===== src/rtl/sfc_pkg.sv =====
// ----------------------------------------------------------------------------
// sfc_pkg
// Shared types and constants for the serial frame checker: header field
// positions, reason codes, the configuration set and the verdict record.
// ----------------------------------------------------------------------------
package sfc_pkg;

  localparam int CNT_W    = 16;
  localparam int HEAD_POS = 0;
  localparam int ADDR_POS = 1;
  localparam int LEN_POS  = 3;

  // one past the last header byte
  localparam int HDR_END_A = (HEAD_POS + 1 > ADDR_POS + 2) ? HEAD_POS + 1 : ADDR_POS + 2;
  localparam int HDR_END   = (HDR_END_A > LEN_POS + 2) ? HDR_END_A : LEN_POS + 2;
  localparam int MIN_LEN   = HDR_END + 3;

  localparam logic [7:0]  HEAD_RST = 8'd104;
  localparam logic [7:0]  TAIL_RST = 8'd22;
  localparam logic [15:0] ADDR_RST = 16'h9999;

  // configuration register indexes
  localparam logic [1:0] CFG_HEAD = 2'd0;
  localparam logic [1:0] CFG_TAIL = 2'd1;
  localparam logic [1:0] CFG_ADDR = 2'd2;

  typedef enum logic [2:0] {
    RSN_OK   = 3'd0,
    RSN_HEAD = 3'd1,
    RSN_ADDR = 3'd2,
    RSN_LEN  = 3'd3,
    RSN_TAIL = 3'd4,
    RSN_SUM  = 3'd5
  } reason_t;

  typedef struct packed {
    logic [7:0]  head_byte;
    logic [7:0]  tail_byte;
    logic [15:0] station_address;
  } cfg_t;

  typedef struct packed {
    logic        frame_ok;
    reason_t     fail_reason;
    logic [15:0] frame_length;
  } verdict_t;

endpackage


===== src/rtl/sfc_core.sv =====
// ----------------------------------------------------------------------------
// sfc_core
// Per-frame state and the single-byte evaluation: header checks, length
// capture, running sum, checksum and tail compare, verdict selection.
// ----------------------------------------------------------------------------
module sfc_core
  import sfc_pkg::*;
(
  input  logic       clk,
  input  logic       rst_n,
  input  logic       step,
  input  logic [7:0] data_byte,
  input  logic       last_byte,
  input  cfg_t       cfg,
  output logic       emit,
  output verdict_t   verdict
);

  logic [CNT_W-1:0] byte_count_r, byte_count_nxt;
  logic [15:0]      decl_len_r, decl_len_nxt;
  logic [15:0]      sum_r, sum_nxt;
  logic [7:0]       csum_lo_r, csum_lo_nxt;
  reason_t          first_err_r, first_err_nxt;
  logic             verdict_given_r, verdict_given_nxt;

  logic [CNT_W:0] p;
  logic [CNT_W:0] len;
  reason_t        rsn;

  function automatic reason_t note_err(reason_t cur, reason_t code);
    if (cur == RSN_OK || code < cur) begin
      return code;
    end
    return cur;
  endfunction

  always_comb begin
    p                 = {1'b0, byte_count_r};
    decl_len_nxt      = decl_len_r;
    sum_nxt           = sum_r;
    csum_lo_nxt       = csum_lo_r;
    first_err_nxt     = first_err_r;
    verdict_given_nxt = verdict_given_r;
    byte_count_nxt    = byte_count_r;
    emit              = 1'b0;
    rsn               = RSN_OK;

    if (p == (CNT_W+1)'(HEAD_POS) && data_byte != cfg.head_byte) begin
      first_err_nxt = note_err(first_err_nxt, RSN_HEAD);
    end
    if (p == (CNT_W+1)'(ADDR_POS) && data_byte != cfg.station_address[7:0]) begin
      first_err_nxt = note_err(first_err_nxt, RSN_ADDR);
    end
    if (p == (CNT_W+1)'(ADDR_POS + 1) && data_byte != cfg.station_address[15:8]) begin
      first_err_nxt = note_err(first_err_nxt, RSN_ADDR);
    end
    if (p == (CNT_W+1)'(LEN_POS)) begin
      decl_len_nxt[7:0] = data_byte;
    end
    if (p == (CNT_W+1)'(LEN_POS + 1)) begin
      decl_len_nxt[15:8] = data_byte;
    end
    len = {1'b0, decl_len_nxt};

    if (p < (CNT_W+1)'(HDR_END) || p + 17'd3 < len) begin
      sum_nxt = sum_r + {8'd0, data_byte};
    end

    if (p >= (CNT_W+1)'(HDR_END)) begin
      if (p + 17'd3 == len) begin
        csum_lo_nxt = data_byte;
      end
      if (p + 17'd2 == len && {data_byte, csum_lo_r} != sum_nxt) begin
        first_err_nxt = note_err(first_err_nxt, RSN_SUM);
      end
    end

    if (byte_count_r != '1) begin
      byte_count_nxt = byte_count_r + 1'b1;
    end

    if (p + 17'd1 == (CNT_W+1)'(HDR_END)) begin
      if (first_err_nxt == RSN_HEAD || first_err_nxt == RSN_ADDR) begin
        emit = 1'b1;
        rsn  = first_err_nxt;
      end else if (len < (CNT_W+1)'(MIN_LEN)) begin
        emit = 1'b1;
        rsn  = RSN_LEN;
      end
    end else if (p >= (CNT_W+1)'(HDR_END) && p + 17'd1 == len) begin
      emit = 1'b1;
      if (data_byte != cfg.tail_byte) begin
        rsn = RSN_TAIL;
      end else if (first_err_nxt == RSN_SUM) begin
        rsn = RSN_SUM;
      end else begin
        rsn = RSN_OK;
      end
    end

    // truncated frame
    if (!emit && last_byte) begin
      emit = 1'b1;
      rsn  = (first_err_nxt == RSN_HEAD || first_err_nxt == RSN_ADDR) ?
             first_err_nxt : RSN_LEN;
    end

    if (emit) begin
      verdict_given_nxt = 1'b1;
    end

    // after a verdict, bytes are dropped until the end of the buffer
    if (verdict_given_r) begin
      emit           = 1'b0;
      decl_len_nxt   = decl_len_r;
      sum_nxt        = sum_r;
      csum_lo_nxt    = csum_lo_r;
      first_err_nxt  = first_err_r;
      byte_count_nxt = byte_count_r;
    end

    if (last_byte) begin
      byte_count_nxt    = '0;
      decl_len_nxt      = '0;
      sum_nxt           = '0;
      csum_lo_nxt       = '0;
      first_err_nxt     = RSN_OK;
      verdict_given_nxt = 1'b0;
    end

    verdict.frame_ok     = (rsn == RSN_OK);
    verdict.fail_reason  = rsn;
    verdict.frame_length = len[15:0];
  end

  always_ff @(posedge clk) begin
    if (!rst_n) begin
      byte_count_r    <= '0;
      decl_len_r      <= '0;
      sum_r           <= '0;
      csum_lo_r       <= '0;
      first_err_r     <= RSN_OK;
      verdict_given_r <= 1'b0;
    end else if (step) begin
      byte_count_r    <= byte_count_nxt;
      decl_len_r      <= decl_len_nxt;
      sum_r           <= sum_nxt;
      csum_lo_r       <= csum_lo_nxt;
      first_err_r     <= first_err_nxt;
      verdict_given_r <= verdict_given_nxt;
    end
  end

endmodule


===== src/rtl/serial_frame_checker_top.sv =====
// latency: a byte request is registered in the input stage on accept and evaluated
// there; its verdict, if any, goes through the verdict register to the out_ port
// throughput: one byte per cycle; a byte that makes a verdict waits while the
// verdict register is full and not being drained
// reset: synchronous, active low; clears frame state, both stage valids and
// restores head 104, tail 22, station address 0x9999
// ----------------------------------------------------------------------------
// serial_frame_checker_top
// Byte-wise frame checker: input register, evaluation core, verdict register
// and the configuration registers.
// ----------------------------------------------------------------------------
module serial_frame_checker_top
  import sfc_pkg::*;
(
  input  logic        clk,
  input  logic        rst_n,
  // byte request channel
  input  logic        in_valid,
  output logic        in_ready,
  input  logic [7:0]  in_data_byte,
  input  logic        in_last_byte,
  // verdict channel
  output logic        out_valid,
  input  logic        out_ready,
  output logic        out_frame_ok,
  output logic [2:0]  out_fail_reason,
  output logic [15:0] out_frame_length,
  // configuration writes
  input  logic        cfg_we,
  input  logic [1:0]  cfg_index,
  input  logic [15:0] cfg_wdata
);

  cfg_t       cfg_r;
  logic       s1_valid_r;
  logic [7:0] s1_byte_r;
  logic       s1_last_r;
  logic       out_valid_r;
  verdict_t   out_r;

  logic       emit;
  verdict_t   verdict;
  logic       step;
  logic       in_take;

  // the byte in the stage moves on when it makes no verdict or the verdict
  // register is free (or emptying this cycle)
  assign step     = s1_valid_r && (!emit || !out_valid_r || out_ready);
  assign in_ready = !s1_valid_r || step;
  assign in_take  = in_valid && in_ready;

  sfc_core u_core (
    .clk       (clk),
    .rst_n     (rst_n),
    .step      (step),
    .data_byte (s1_byte_r),
    .last_byte (s1_last_r),
    .cfg       (cfg_r),
    .emit      (emit),
    .verdict   (verdict)
  );

  // configuration registers
  always_ff @(posedge clk) begin
    if (!rst_n) begin
      cfg_r.head_byte       <= HEAD_RST;
      cfg_r.tail_byte       <= TAIL_RST;
      cfg_r.station_address <= ADDR_RST;
    end else if (cfg_we) begin
      unique case (cfg_index)
        CFG_HEAD: cfg_r.head_byte       <= cfg_wdata[7:0];
        CFG_TAIL: cfg_r.tail_byte       <= cfg_wdata[7:0];
        CFG_ADDR: cfg_r.station_address <= cfg_wdata;
        default:  ;
      endcase
    end
  end

  // input stage
  always_ff @(posedge clk) begin
    if (!rst_n) begin
      s1_valid_r <= 1'b0;
    end else if (in_take) begin
      s1_valid_r <= 1'b1;
    end else if (step) begin
      s1_valid_r <= 1'b0;
    end
  end

  always_ff @(posedge clk) begin
    if (in_take) begin
      s1_byte_r <= in_data_byte;
      s1_last_r <= in_last_byte;
    end
  end

  // verdict register
  always_ff @(posedge clk) begin
    if (!rst_n) begin
      out_valid_r <= 1'b0;
    end else if (step && emit) begin
      out_valid_r <= 1'b1;
    end else if (out_ready) begin
      out_valid_r <= 1'b0;
    end
  end

  always_ff @(posedge clk) begin
    if (step && emit) begin
      out_r <= verdict;
    end
  end

  assign out_valid        = out_valid_r;
  assign out_frame_ok     = out_r.frame_ok;
  assign out_fail_reason  = out_r.fail_reason;
  assign out_frame_length = out_r.frame_length;

endmodule


===== config.mk =====
export PLATFORM = sky130hd
export DESIGN_NAME = serial_frame_checker_top
export DESIGN_NICKNAME = d
export VERILOG_FILES = /design/src/rtl/sfc_pkg.sv /design/src/rtl/sfc_core.sv /design/src/rtl/serial_frame_checker_top.sv
export SDC_FILE = /design/constraint.sdc
export NUM_CORES = 1
export LEC_CHECK = 0
export BUFFER_PORTS_ARGS = -buffer_cell sky130_fd_sc_hd__buf_2
export CORE_AREA = 3 3 119 121
export CTS_BUF_LIST = sky130_fd_sc_hd__clkbuf_8
export CTS_CLUSTER_SIZE = 20
export DETAILED_ROUTE_END_ITERATION = 12
export DIE_AREA = 0 0 122 124
export GPL_TIMING_DRIVEN = 0
export PLACE_DENSITY = 0.86
export SLEW_MARGIN = 30
export SYNTH_ARGS = -nofsm -noshare
export SYNTH_HDL_FRONTEND = slang
export SYNTH_HIERARCHICAL = 1
export SYNTH_SLANG_ARGS = --single-unit

===== constraint.sdc =====
create_clock -name clk -period 7.3 [get_ports clk]
set_clock_uncertainty 0.05 [all_clocks]
set_input_delay 0.365 -clock clk [delete_from_list [all_inputs] [get_ports clk]]
set_output_delay 0.365 -clock clk [all_outputs]
set_load 0.01 [all_outputs]

Word-level counts from Yosys, hierarchy flattened
Cells that the tools add are included.
{"block": "classes", "order_cmp": 8, "reduce_logical": 42, "n_mux": 58, "addsub": 5, "eq_ne": 20}
{"cell": "$mux W16", "n": 8}
{"cell": "$mux W3", "n": 22}
{"cell": "$eq A17 B16 Y1", "n": 3}
{"cell": "$mux W8", "n": 6}
{"cell": "$add A16 B2 Y17 const B", "n": 2}
{"cell": "$eq A16 B2 Y1 const B", "n": 2}
{"cell": "$ne A8 B8 Y1", "n": 4}
{"cell": "$mux W1", "n": 21}
{"cell": "$add A16 B1 Y17 const B", "n": 1}
{"cell": "$eq A17 B3 Y1 const B", "n": 1}
{"cell": "$lt A17 B16 Y1", "n": 1}
{"cell": "$add A16 B1 Y16 const B", "n": 1}
{"cell": "$add A16 B8 Y16", "n": 1}
{"cell": "$eq A16 B1 Y1 const B", "n": 1}
{"cell": "$eq A16 B3 Y1 const B", "n": 1}
{"cell": "$ge A16 B3 Y1 const B", "n": 1}
{"cell": "$logic_not A16 Y1", "n": 1}
{"cell": "$lt A16 B3 Y1 const B", "n": 1}
{"cell": "$lt A16 B4 Y1 const B", "n": 1}
{"cell": "$ne A16 B16 Y1", "n": 1}
{"cell": "$ne A16 B16 Y1 const B", "n": 1}
{"cell": "$logic_not A3 Y1", "n": 5}
{"cell": "$reduce_bool A2 Y1", "n": 6}
{"cell": "$reduce_and A2 Y1", "n": 5}
{"cell": "other kinds (16)", "n": 36}
{"block": "word_totals", "output_inout_bits": 22, "reg_bits": 123, "wordCells": 149, "input_bits": 32}

Depth between registers and ports, before layout
{"block": "logic_depth", "depth_word": 41, "mapped_depth": 30, "depth_no_buf": 28}

Hierarchy
Netlist, hierarchy kept.
{"module": "sfc_core", "area_each_um2": 6129.6, "cells_each": 798, "n_inst": 1, "seq_area_each_um2": 1201.2}
{"module": "serial_frame_checker_top", "area_each_um2": 2288.4, "cells_each": 176, "n_inst": 1, "seq_area_each_um2": 1551.5}

Worst setup path after synthesis
Ideal clock, no wire load.
{"block": "synth_path", "path_kind": "register -> register", "startpoint": "register u_core.byte_count_r[1]", "endpoint": "register u_core.byte_count_r[12]", "setup_time_ps": 70, "path_stages_with_launch": 26, "setup_slack_ps": 1028, "arrival_time_ps": 6152, "path_buffers": 2, "t_required_ps": 7180, "period_less_slack_ps": 6272, "path_cell_list": "dfxtp_1 > ha_1 > buf_6 > nor4b_4 > and4_4 > buf_12 > mux2i_1 > ha_1 > and4_1 > and3_1 > o311ai_4 > nand3_2 > nor2_1 > mux2_2 > a221oi_2 > nand3_1 > nor2_1 > o21ai_1 > mux2_4 > a41oi_1 > a21boi_0 > inv_1 > nor3_1 > o21ai_0 > or4_1 > a21oi_1"}
{"block": "synth_between", "elab_chain_cells": 36}
{"element": "start, declared", "line": "sfc_core.sv:19", "text": "logic [CNT_W-1:0] byte_count_r, byte_count_nxt;"}
{"element": "start signal, assigned", "line": "sfc_core.sv:145", "text": "byte_count_r <= byte_count_nxt;"}
{"element": "$logic_not A16 Y1", "line": "sfc_core.sv:48", "text": "if (p == (CNT_W+1)'(HEAD_POS) && data_byte != cfg.head_byte) begin"}
{"element": "$logic_and A1 B1 Y1", "line": "sfc_core.sv:48"}
{"element": "$mux W3", "line": "sfc_core.sv:48"}
{"element": "$lt A2 B3 Y1 / $logic_not A3 Y1 (equally long branches)", "line": "sfc_core.sv:31", "text": "if (cur == RSN_OK || code < cur) begin"}
{"element": "$logic_or A1 B1 Y1", "line": "sfc_core.sv:31"}
{"element": "$mux W1", "line": "sfc_core.sv:31"}
{"element": "$mux W1", "line": "sfc_core.sv:51", "text": "if (p == (CNT_W+1)'(ADDR_POS) && data_byte != cfg.station_address[7:0]) begin"}
{"element": "$mux W3", "line": "sfc_core.sv:34", "text": "return cur;"}
{"element": "[21 not listed]"}
{"element": "$mux W1 (*)", "line": "sfc_core.sv:102", "text": "if (!emit && last_byte) begin"}
{"element": "$mux W1 (*)", "line": "sfc_core.sv:113", "text": "if (verdict_given_r) begin"}
{"element": "named net emit", "line": "serial_frame_checker_top.sv:41", "text": "logic emit;"}
{"element": "$logic_not A1 Y1 (*)", "line": "serial_frame_checker_top.sv:48", "text": "assign step = s1_valid_r && (!emit || !out_valid_r || out_ready);"}
{"element": "$logic_or A1 B1 Y1 (*) (2 in a row)", "line": "serial_frame_checker_top.sv:48"}
{"element": "$logic_and A1 B1 Y1 (*)", "line": "serial_frame_checker_top.sv:48"}
{"element": "named net step", "line": "serial_frame_checker_top.sv:43", "text": "logic step;"}
{"element": "$reduce_and A3 Y1 (no source line) (*)"}
The timed path passes the listed nets; every way through them passes the cells marked *. The select of a mux whose other input is x is not followed.
A chain may end at the register's enable or synchronous reset.

==> results.yml <==
worst_setup_path:
  timing.reg2reg.setup_slack_ns: 0.28
  critPathMostFrequentCell: "sky130_fd_sc_hd__inv_1"
  reg_to_reg_endpoint: "u_core/decl_len_r[13]"
  critPathArrivalTime_ns: 7.34
  setup.worst_path.end_class: "register"
  type_of_origin_of_the_critical_path: "register"
  critical-path-slowest-cell: "sky130_fd_sc_hd__clkbuf_1"
  crit_fanout: 10
  worst_stage_delay_on_the_critical_path_ns: 0.45
  critical_path_required_ns: 7.62
  timing_worst_setup_path_type: "reg -> reg"
  timing.reg2reg.worst_path_depth: 28
  reg2reg_from: "u_core/byte_count_r[0]"
pwr:
  max-vdd-ir-drop_mv: 0.116
  p_sw_share_pct: 26.2
  p_comb_share_pct: 10.7
  power.internal_uw: 1140
  share_seq_of_total_power_pct: 47.0
  power.leakage_uw: 0.00370
  power.density_nw_per_um2: 163
  p_total_uw: 1540
  pwr-share-clk_pct: 42.2
  p_sw_uw: 404
placed_design:
  dp_hpwl_um: 18400
  port_buffers: 53
  dp_cells: 1203
  routability_driven_placement_congestion_ratio: 1.00
detailed_routing:
  detail_route.wl_per_cell_um: 20.0
  drc_marker_count_from_the_first_detailed_route_iteration: 1069
  route.vias.total: 7990
  drt_pass1_iterations: 7
  route.detailed.drc: 0
  detail_route.vias_per_cell: 6.45
  route.final.wire_length_um: 24800
  antenna_left: 0
logic_synthesis:
  ys_seq_elements: 123
  synthesized_instance_count: 974
  synth.top_cells.by_area: "sky130_fd_sc_hd__dfxtp_1 22%, sky130_fd_sc_hd__edfxtp_1 10%, sky130_fd_sc_hd__xnor2_1 8.6%"
  seq_area_frac_synth_pct: 32.7
  synth_area_sq_um: 8420
  synthesis.nets: 1036
  synth.lib_cells_used.distinct: 84
  synthFlopType: "sky130_fd_sc_hd__dfxtp_1"
  yosys_warnings: 6
  share_of_synthesized_flip_flops_with_an_asynchronous_set_or_reset_pct: 0
  synthDominantAreaCellType: "sky130_fd_sc_hd__dfxtp_1"
  synth_enable_flop_cells: 29
  fraction_of_synthesized_cell_area_taken_by_the_top_area_cell_type_pct: 22.4
  syn_avg_cell_area_sq_um: 8.64
floorplan:
  fp.coreArea_sq_um: 13200
  design.die.area_sq_um: 15100
  initial_core_util_pct: 63.8
  floorplan.io_pins: 54
  die_w_um: 122
  fp-row-count: 42
  fp.dieH_um: 124
global_routing:
  antenna_found_initial: 0
  groute.usage.overall_pct: 33.0
  grt_use_met2_pct: 53.3
  busiest_layer: "met2"
  grt_max_degree: 21
  grt.overflow.total: 0
  grt.met1_usage_pct: 43.5
  grt_pass1_vias: 7322
  gr-usage-met3_pct: 6.63
  grt_first_pass_wirelength_um: 38700
sta:
  slew_violations: 0
  final-hold-violation-count: 0
  period_needed_ns: 7.02
  fin_crit_sh_pct: 96.1
  final-setup-viol-count: 0
  worstMarginPinSlew_ns: 1.08
  timing.hold.ws_ns: 0.0387
  slew_headroom_pct: 27.3
  clock.fmax_mhz: 143
clock_network:
  cts_sinks: 123
  cts_tree: "built"
  cts_root_buffer: "sky130_fd_sc_hd__clkbuf_8"
  clk_latency_ns: 0.45
  clk_path_buf_depth: 2
  clk_pin_slew_worst_paths_ns: 0.07
  cts_inserted_buffers: 17
  cts_htree_levels: 4
min_path:
  holdCritPathClass: "in -> reg"
  worstHoldEndpoint: "s1_byte_r[0]"
  worstHoldPathCells: 1
  hold_path.startpoint: "in_data_byte[0]"
layout:
  drive_above_1_share_pct: 14.8
  final_cell_count_no_fill: 1238
  layout.nets: 1111
  post-route-util_pct: 71.6
  area.growth.synth_to_final_pct: 12.2
  num-fill-cells: 1047
  num_antenna_cells: 0
job:
  cap_violations: 0
outcome:
  run_status: "finished clean"
power groups by stage:
stage / sequential (uW) / clock [uW] / combinational [uW]
finish: 725 / 651 / 165
global route: 727 / 683 / 178
CTS: 725 / 654 / 159
detailed placement: 740 / 0 / 157
global placement: 740 / 0 / 151
floorplan: 736 / 0 / 108
cell families (layout without fill, tap and decap cells):
group,Yosys count,after routing,share of synthesized area [%]
DFF,123,123,32.7
and+or+nand+nor,358,358,23.0
xor gates and xnor gates,122,122,13.0
buffers and inverters,106,194,5.60
AOI/OAI and AO/OA,188,188,15.3
adders and majority gates,31,31,4.68
muxes,46,46,5.69
cell type report:
| class | count | area (sq um) | share of cell area [%] |
|---|---|---|---|
| Sequential cell | 123 | 2760 | 29.2 |
| Timing Repair Buffer | 57 | 295 | 3.12 |
| Multi-Input combinational cell | 745 | 5280 | 55.9 |
| Tap cell | 176 | 220 | 2.33 |
| Buffer | 61 | 307 | 3.24 |
| Clock inverter | 12 | 148 | 1.56 |
| Inverter | 44 | 165 | 1.75 |
| Clock buffer | 20 | 275 | 2.91 |
sequential cells by signal, summed over array words and instances (netlist names):
register,cells
out_valid,1
out_frame_ok,1
out_fail_reason,3
u_core/verdict_given_r,1
cfg_r,32
s1_last_r,1
u_core/decl_len_r,16
u_core/csum_lo_r,8
u_core/byte_count_r,16
s1_valid_r,1
u_core/first_err_r,3
s1_byte_r,8
out_frame_length,16
u_core/sum_r,16
routing by layer:
layer  vias up  wire length (um)
li1       3665                 -
met1      3757             10300
met2       487             11400
met3        81              2190
met4         0               838
met5         -                 0
synthesized netlist by cell type (all sizes together), types with 29 or more instances:
library cell / instances
inv: 44
nand4: 29
a22oi: 40
xnor2: 83
a21oi: 41
o21ai: 35
ha: 29
mux2i: 37
nor2: 104
dfxtp: 94
edfxtp: 29
clkbuf: 39
xor2: 37
nand2: 77
cell usage in the layout, fill, tap and decap left out, drive strengths merged, types with 29 or more instances in the layout:
cell    count
a21oi      41
inv        50
nand2      77
clkbuf     58
a22oi      40
buf        80
nor2      104
ha         29
dfxtp      94
edfxtp     29
o21ai      35
mux2i      37
xor2       37
xnor2      83
nand4      29
per-stage QoR:
step                setup TNS [ns]  area [sq um]  worst slack [ns]
finish                           0          9450             0.284
detailed placement          -33.90          8920             -1.09
floorplan                        0          8420              1.03
global placement            -28.15          8900            -0.945
CTS                        -0.0173          9390           -0.0173
global route               -0.0796          9450           -0.0300
how the worst max path moves through the flow:
stage / start / to / slack, ns / depth (start not counted)
CTS: u_core/byte_count_r[1] / u_core/byte_count_r[12] / -0.02 / 29
global route: u_core/byte_count_r[0] / u_core/byte_count_r[8] / -0.03 / 30
global placement: u_core/byte_count_r[0] / u_core/byte_count_r[12] / -0.94 / 28
finish: u_core/byte_count_r[0] / u_core/decl_len_r[13] / 0.28 / 28
floorplan: u_core/byte_count_r[1] / u_core/byte_count_r[12] / 1.03 / 25
detailed placement: u_core/byte_count_r[0] / u_core/byte_count_r[12] / -1.09 / 28
timing repair:
action	4_1_cts	5_1_grt
hold buffers	0	0
pin swaps	0	3
gates resized for setup	13	13
buffers inserted	0	4
endpoints found under the setup margin	59	60
gates cloned	0	0
worst max-delay path, delay by kind of cell (launching register included):
kind	cells	cell delay [ns]
mux	4	1.16
simple gates	10	2.27
buf+inv	7	1.54
fa+ha+maj	2	0.41
flops	1	0.40
compound gates	5	1.07
Note: power is estimated with default switching activity, not from simulation.
